`src/hdl/mlft_pkg.sv`:
```
// Types, codes and helper functions of the motion light fade timer.
package mlft_pkg;

  localparam int HoldWidth = 22;
  localparam int StepWidth = 10;
  localparam int PctWidth = 7;
  localparam int DutyWidth = 11;

  localparam logic [HoldWidth-1:0] HOLD_MAX = {HoldWidth{1'b1}};
  localparam logic [HoldWidth-1:0] HOLD_TIME_RESET = 22'd10000;
  localparam logic [StepWidth-1:0] STEP_RESET = 10'd10;
  localparam logic [PctWidth-1:0] PCT_MAX = 7'd100;

  localparam logic KIND_TICK = 1'b0;
  localparam logic KIND_COMMAND = 1'b1;

  localparam logic [1:0] REQ_NONE = 2'd0;
  localparam logic [1:0] REQ_ON = 2'd1;
  localparam logic [1:0] REQ_OFF = 2'd2;
  localparam logic [1:0] REQ_RESERVED = 2'd3;

  localparam logic [1:0] EVENT_NONE = 2'd0;
  localparam logic [1:0] EVENT_START = 2'd1;
  localparam logic [1:0] EVENT_STOP = 2'd2;

  localparam int AddrWidth = 4;
  localparam logic [1:0] REG_HOLD_TIME = 2'd0;
  localparam logic [1:0] REG_FADE_IN_STEP = 2'd1;
  localparam logic [1:0] REG_FADE_OUT_STEP = 2'd2;

  typedef enum logic [2:0] {
    FADE_NONE = 3'b001,
    FADE_IN   = 3'b010,
    FADE_OUT  = 3'b100
  } fade_mode_t;

  typedef struct packed {
    logic                kind;
    logic                motion_level;
    logic                set_brightness;
    logic [PctWidth-1:0] new_brightness;
    logic [1:0]          light_request;
  } item_t;

  typedef struct packed {
    logic [DutyWidth-1:0] pwm_duty;
    logic                 motion_active;
    logic [1:0]           motion_event;
    logic                 light_on;
    logic [PctWidth-1:0]  brightness_now;
    logic                 fading;
  } result_t;

  // floor(p * 1024 / 100) as p * 41944 / 4096, exact for every percent up to 127.
  function automatic logic [DutyWidth-1:0] pct_to_duty(input logic [PctWidth-1:0] p);
    logic [22:0] prod;
    prod = 23'(p) * 23'd41944;
    return prod[22:12];
  endfunction

endpackage

```
`src/hdl/motion_light_fade_timer.sv`:
```
// Motion light fade timer: motion hold timer, light commands and PWM fade ramps.
// The block takes one item per clock cycle, a tick with the sensor level or a
// light command, and returns exactly one result per item in the cycle after the
// transfer. The whole update is one pass of counter and compare logic between the
// state registers and the result register; the result register holds a result
// until it is taken, and item_ready stays high whenever that register is empty or
// is being emptied in the same cycle. Registers sit on an APB port at byte
// addresses 0 (hold time), 4 (fade-in step delay) and 8 (fade-out step delay).
module motion_light_fade_timer (
  input  logic                    clk,
  input  logic                    rst,
  input  logic                    item_valid,
  output logic                    item_ready,
  input  mlft_pkg::item_t         item,
  output logic                    result_valid,
  input  logic                    result_ready,
  output mlft_pkg::result_t       result,
  input  logic                    psel,
  input  logic                    penable,
  input  logic                    pwrite,
  input  logic [mlft_pkg::AddrWidth-1:0] paddr,
  input  logic [31:0]             pwdata,
  output logic [31:0]             prdata,
  output logic                    pready
);
  import mlft_pkg::*;

  logic [HoldWidth-1:0] hold_time_ms;
  logic [StepWidth-1:0] fade_in_step_ms;
  logic [StepWidth-1:0] fade_out_step_ms;

  logic                 motion_flag, motion_flag_next;
  logic [HoldWidth-1:0] hold_counter, hold_counter_next;
  fade_mode_t           fade_mode, fade_mode_next;
  logic [PctWidth-1:0]  fade_percent, fade_percent_next;
  logic [StepWidth-1:0] fade_wait, fade_wait_next;
  logic [PctWidth-1:0]  brightness_store, brightness_store_next;
  logic [DutyWidth-1:0] duty_store, duty_store_next;
  logic                 command_on, command_on_next;
  logic [1:0]           event_next;

  logic transfer_in;
  logic write_en;
  logic [1:0] reg_index;

  assign pready = 1'b1;
  assign reg_index = paddr[AddrWidth-1:2];
  assign write_en = psel && penable && pwrite && pready;
  assign item_ready = !result_valid || result_ready;
  assign transfer_in = item_valid && item_ready;

  always_ff @(posedge clk) begin
    if (rst) begin
      hold_time_ms <= HOLD_TIME_RESET;
      fade_in_step_ms <= STEP_RESET;
      fade_out_step_ms <= STEP_RESET;
    end else if (write_en) begin
      unique case (reg_index)
        REG_HOLD_TIME:     hold_time_ms <= pwdata[HoldWidth-1:0];
        REG_FADE_IN_STEP:  fade_in_step_ms <= pwdata[StepWidth-1:0];
        REG_FADE_OUT_STEP: fade_out_step_ms <= pwdata[StepWidth-1:0];
        default: ;
      endcase
    end
  end

  always_comb begin
    unique case (reg_index)
      REG_HOLD_TIME:     prdata = 32'(hold_time_ms);
      REG_FADE_IN_STEP:  prdata = 32'(fade_in_step_ms);
      REG_FADE_OUT_STEP: prdata = 32'(fade_out_step_ms);
      default:           prdata = 32'd0;
    endcase
  end

  always_comb begin
    logic [StepWidth-1:0] wait_dec;
    logic [HoldWidth-1:0] hold_inc;
    fade_mode_t           start_mode;
    logic                 start_fade;
    wait_dec = (fade_wait != '0) ? fade_wait - 10'd1 : fade_wait;
    hold_inc = (hold_counter < HOLD_MAX) ? hold_counter + 22'd1 : hold_counter;
    motion_flag_next = motion_flag;
    hold_counter_next = hold_counter;
    fade_mode_next = fade_mode;
    fade_percent_next = fade_percent;
    fade_wait_next = fade_wait;
    brightness_store_next = brightness_store;
    duty_store_next = duty_store;
    command_on_next = command_on;
    event_next = EVENT_NONE;
    start_fade = 1'b0;
    start_mode = FADE_IN;

    if (item.kind == KIND_TICK) begin
      if (fade_mode != FADE_NONE) begin
        fade_wait_next = wait_dec;
        if (wait_dec == '0) begin
          if (fade_mode == FADE_IN) begin
            if (fade_percent >= brightness_store) begin
              fade_mode_next = FADE_NONE;
            end else begin
              fade_percent_next = fade_percent + 7'd1;
              duty_store_next = pct_to_duty(fade_percent + 7'd1);
              fade_wait_next = fade_in_step_ms;
            end
          end else begin
            if (fade_percent == '0) begin
              fade_mode_next = FADE_NONE;
            end else begin
              fade_percent_next = fade_percent - 7'd1;
              duty_store_next = pct_to_duty(fade_percent - 7'd1);
              fade_wait_next = fade_out_step_ms;
            end
          end
        end
      end
      if (!motion_flag) begin
        if (item.motion_level) begin
          motion_flag_next = 1'b1;
          hold_counter_next = '0;
          event_next = EVENT_START;
          start_fade = 1'b1;
          start_mode = FADE_IN;
        end
      end else begin
        hold_counter_next = hold_inc;
        if (hold_inc > hold_time_ms) begin
          if (!item.motion_level) begin
            motion_flag_next = 1'b0;
            event_next = EVENT_STOP;
            start_fade = 1'b1;
            start_mode = FADE_OUT;
          end else begin
            hold_counter_next = '0;
          end
        end
      end
    end else begin
      if (item.set_brightness) begin
        brightness_store_next = (item.new_brightness > PCT_MAX) ? PCT_MAX
                                                                : item.new_brightness;
      end
      command_on_next = (item.light_request == REQ_ON);
      if (item.light_request == REQ_ON) begin
        start_fade = 1'b1;
        start_mode = FADE_IN;
      end else if (item.light_request == REQ_OFF) begin
        start_fade = 1'b1;
        start_mode = FADE_OUT;
      end
    end

    if (start_fade) begin
      fade_mode_next = start_mode;
      if (start_mode == FADE_IN) begin
        fade_percent_next = '0;
        duty_store_next = '0;
        fade_wait_next = fade_in_step_ms;
      end else begin
        fade_percent_next = brightness_store_next;
        duty_store_next = pct_to_duty(brightness_store_next);
        fade_wait_next = fade_out_step_ms;
      end
    end
  end

  always_ff @(posedge clk) begin
    if (rst) begin
      motion_flag <= 1'b0;
      hold_counter <= '0;
      fade_mode <= FADE_NONE;
      fade_percent <= '0;
      fade_wait <= '0;
      brightness_store <= PCT_MAX;
      duty_store <= '0;
      command_on <= 1'b0;
      result_valid <= 1'b0;
    end else begin
      if (transfer_in) begin
        motion_flag <= motion_flag_next;
        hold_counter <= hold_counter_next;
        fade_mode <= fade_mode_next;
        fade_percent <= fade_percent_next;
        fade_wait <= fade_wait_next;
        brightness_store <= brightness_store_next;
        duty_store <= duty_store_next;
        command_on <= command_on_next;
        result_valid <= 1'b1;
      end else if (result_ready) begin
        result_valid <= 1'b0;
      end
    end
  end

  always_ff @(posedge clk) begin
    if (transfer_in) begin
      result.pwm_duty <= duty_store_next;
      result.motion_active <= motion_flag_next;
      result.motion_event <= event_next;
      result.light_on <= motion_flag_next || command_on_next;
      result.brightness_now <= brightness_store_next;
      result.fading <= (fade_mode_next != FADE_NONE);
    end
  end

endmodule

```
`config.mk`:
```
export PLATFORM = sky130hd
export DESIGN_NAME = motion_light_fade_timer
export DESIGN_NICKNAME = d
export VERILOG_FILES = /design/src/hdl/mlft_pkg.sv /design/src/hdl/motion_light_fade_timer.sv
export SDC_FILE = /design/constraint.sdc
export NUM_CORES = 1
export LEC_CHECK = 0
export ABC_AREA = 1
export BUFFER_PORTS_ARGS = -buffer_cell sky130_fd_sc_hd__buf_4
export CAP_MARGIN = 20
export CORE_ASPECT_RATIO = 1.1
export CORE_MARGIN = 3
export CORE_UTILIZATION = 59
export CTS_CLUSTER_DIAMETER = 30
export DETAILED_ROUTE_END_ITERATION = 12
export PLACE_DENSITY = 0.8
export SLEW_MARGIN = 20
export SYNTH_ARGS = -nofsm -noshare
export SYNTH_HDL_FRONTEND = slang
export SYNTH_SLANG_ARGS = --single-unit
```
`constraint.sdc`:
```
create_clock -name clk -period 14.5 [get_ports clk]
set_clock_uncertainty 0.2 [all_clocks]
set_input_delay 1.45 -clock clk [delete_from_list [all_inputs] [get_ports clk]]
set_output_delay 1.45 -clock clk [all_outputs]
set_load 0.05 [all_outputs]
```
==> metrics.cfg <==
[critical_path]
worst_setup_path_end_kind = flop
path_cells = buf_4 -> nand2_1 -> inv_2 -> o21ai_0 -> inv_1 -> fa_1 -> inv_1 -> fa_1 -> inv_1 -> fa_1 -> fa_1 -> ha_1 -> a21oi_1 -> o21ai_0 -> a21oi_1 -> o21ai_0 -> xor2_1 -> nand2_1 -> nand2_1 -> nand2_1 -> inv_1
start_kind = input port
crit_fanout = 9
cp_num_buf_inv = 6
max_stage_delay_ns = 0.62
path_delay_family = adder cells
worstSetupPathType = in2reg
cp_slowest_cell = o21ai_0
critical_path_arrival_ns = 6.55
crit_required_ns = 14.48

[final_layout]
fin_cells = 2318
fin_util_pct = 66.4
antennaDiodeCount = 0
n_fill_cell = 1944
drive_gt1_share_pct = 7.81
area.growth.synth_to_final_pct = 10.5
nNetsFinal = 2301

[synthesis]
synth.area.mux_share_pct = 0.0750
avgSynthCellArea_um2 = 6.84
synth-async-reset-ratio_pct = 0
syn_area_um2 = 13300
synth_area_leader_cell = ha_1
synth_top_family_by_area = simple AND/OR/NAND/NOR gates
syn_inst = 1951
seq_area_frac_synth_pct = 20.9
yosysMostFrequentCell = nand2_1
synth_ff_type = dfxtp_1
yosys_warnings = 0
yosys-top-cells-count = nand2_1 (462), inv_1 (330), ha_1 (185)
synth-xor-area-share_pct = 2.23
yosys.area_share.adder_pct = 24.9
synth-edff-count = 23
synth_compound_area_share_pct = 14.2
synth_top_area_share_pct = 17.4
synth.area.top_cells = ha_1 (17%), dfxtp_1 (16%), nand2_1 (13%), inv_1 (9.3%), fa_1 (7.5%)
synth_seq_cells = 128
synth_cell_types = 50
yosys.area_share.simple_pct = 26.1

[sta]
setup_violations = 0
worst_slack_ns = 7.92
max_freq_ghz = 0.152
finalCritPeriodShare_pct = 45.4
slew_headroom_pct = 34.0
drv_slew = 0
rsz0062_at_grt = no
fin_crit_ns = 6.58
hold_violations = 0
setup_tns_ns = 0
tightest_slew_ns = 0.989

[clocking]
cts_hold_buf = 0
clk_pin_slew_ns = 0.06
postCtsSetupRepairBufs = 0
ctsHtreeMaxLevel = 4
worst_skew_pair.late_latency_ns = 0.43
clock-sinks = 128
clock-root-buffer = clkbuf_16
clk_path_buf_depth = 2
numCtsBuffers = 17
cts_tree = built
post_cts_resized = 0

[pwr]
peakVddDrop_mv = 0.407
leakage_nw = 7.68
pwr-share-clk_pct = 11.7
power_frac_comb_pct = 77.3
power.switching_mw = 2.01
powerDensity_nw_per_um2 = 248
p_sw_share_pct = 55.0
power.internal_mw = 1.65
pwr-share-seq_pct = 11.0

[floorplan]
die_h_um = 164
io_pins = 113
die_x_um = 149
placementRows = 57
core-area_um2 = 22200
die_area_um2 = 24500
start_util_pct = 60.1

[grt]
gr-usage-all-layers_pct = 29.6
grt_pass1_vias = 12400
grt_first_pass_wirelength_um = 59400
grt_max_degree = 61
grt_overflow = 0
antenna_found_initial = 0

[worst_hold_path]
min_path_type = reg2reg

[detailed_routing]
drcViolationCount = 0
wl_um = 35800
antenna_left = 0
wire_per_inst_um = 15.4
vias_per_cell = 5.57
num_vias = 12900
drt_iter0_drc = 972
dr.pass1.iters = 6

[flow_run]
maxCapViolations = 0

[status]
outcome = finished, final reports clean

[place]
dp_cells = 2287
dp_hpwl_um = 28400
globalplace.congestion = 0.966
post-place-ws_ns = 7.56
portBuffers = 89

-- power groups by stage --
stage | combinational [mW] | sequential (mW) | clock, mW
after floorplan | 2.07 | 0.432 | 0
after global placement | 2.72 | 0.408 | 0
after detailed placement | 2.79 | 0.408 | 0
after CTS | 2.81 | 0.401 | 0.432
after global routing | 3.22 | 0.403 | 0.447
final | 2.83 | 0.402 | 0.430
-- cell type report --
cell class                 instances  area, µm²  area share [%]
clock inverter                    12        120           0.815
sequential                       128       2790            19.0
tap                              295        369            2.51
timing repair buffer              92        691            4.69
multi-input combinational       1439       9040            61.3
clock buffer                      19        475            3.23
inverter                         333       1250            8.48
-- logic make-up after synthesis --
kind of cell,Yosys count
AND/OR/NAND/NOR,814
flip-flops,128
XOR/XNOR,34
other,2
multiplexers,1
buffers and inverters,393
adder cells (fa/ha/maj),235
AO/OA/AOI/OAI,344
-- flip-flops by register name (all words and copies together) (netlist names) --
register,count
fade_wait,10
command_on,1
fade_percent,7
duty_store,11
motion_flag,1
fade_mode,3
fade_in_step_ms,10
result_valid,1
hold_counter,22
hold_time_ms,22
fade_out_step_ms,10
result,23
brightness_store,7
-- metal layers --
| layer | vias to the layer above | global-route usage [%] | part of all wire [%] |
|---|---|---|---|
| met1 | 5946 | 37.7 | 43 |
| met2 | 425 | 51.9 | 49 |
| met3 | 73 | 4.03 | 5.6 |
| met5 | - | 0 | 0 |
| met4 | 0 | 9.45 | 2.7 |
| li1 | 6462 | - | - |
-- metrics by stage --
stage | instance area (µm²) | total power [mW] | hold slack (ns)
6_report | 14700 | 3.66 | 0.290
5_1_grt | 14700 | 4.07 | 0.315
4_1_cts | 14700 | 3.64 | 0.288
3_5_place_dp | 14100 | 3.20 | 0.270
3_3_place_gp | 14100 | 3.13 | 0.254
2_1_floorplan | 13400 | 2.50 | 0.243
-- layout by cell type (no fill, tap or decap), types with 10 or more instances in the layout --
cell,netlist,layout
or2_2,11,11
o22ai_1,12,12
ha_1,185,185
nand2_1,462,462
o211ai_1,11,11
o221ai_1,10,10
xor2_1,24,24
edfxtp_1,23,23
clkbuf_16,0,19
nand3_1,110,110
nand4_1,40,40
a21oi_1,163,163
o21a_1,11,11
conb_1,2,11
buf_4,13,92
nor2_1,141,141
fa_1,50,50
o21ai_0,105,105
nor3_1,16,16
dfxtp_1,105,105
inv_1,330,329
xnor2_1,10,10
-- worst paths after layout --
| path | from | endpoint | slack, ns | depth (start not counted) |
|---|---|---|---|---|
| setup / recovery | item[11] | result[14] | 7.92 | 21 |
| hold / removal | brightness_store[6] | brightness_store[6] | 0.29 | 2 |
| hold reg to reg | brightness_store[6] | brightness_store[6] | 0.29 | 2 |
| setup reg to reg | fade_percent[0] | duty_store[3] | 8.42 | 24 |
-- worst register-to-register path, cell delays in order, from the launching register on --
cell      delay [ns]
dfxtp_1         0.34
buf_4           0.33
nand4_1         0.17
nor2_1          0.14
xor2_1          0.49
inv_1           0.17
fa_1            0.63
fa_1            0.46
fa_1            0.55
inv_1           0.04
ha_1            0.28
ha_1            0.39
a21oi_1         0.23
a21boi_0        0.43
nand2_1         0.17
nand2_1         0.09
nand2_1         0.08
nand2_1         0.07
nand2_1         0.04
o21ai_0         0.17
nand2_1         0.12
nand3_1         0.15
nand3_1         0.10
nand2_1         0.10
inv_1           0.04
(Power assumes the default switching activity.)
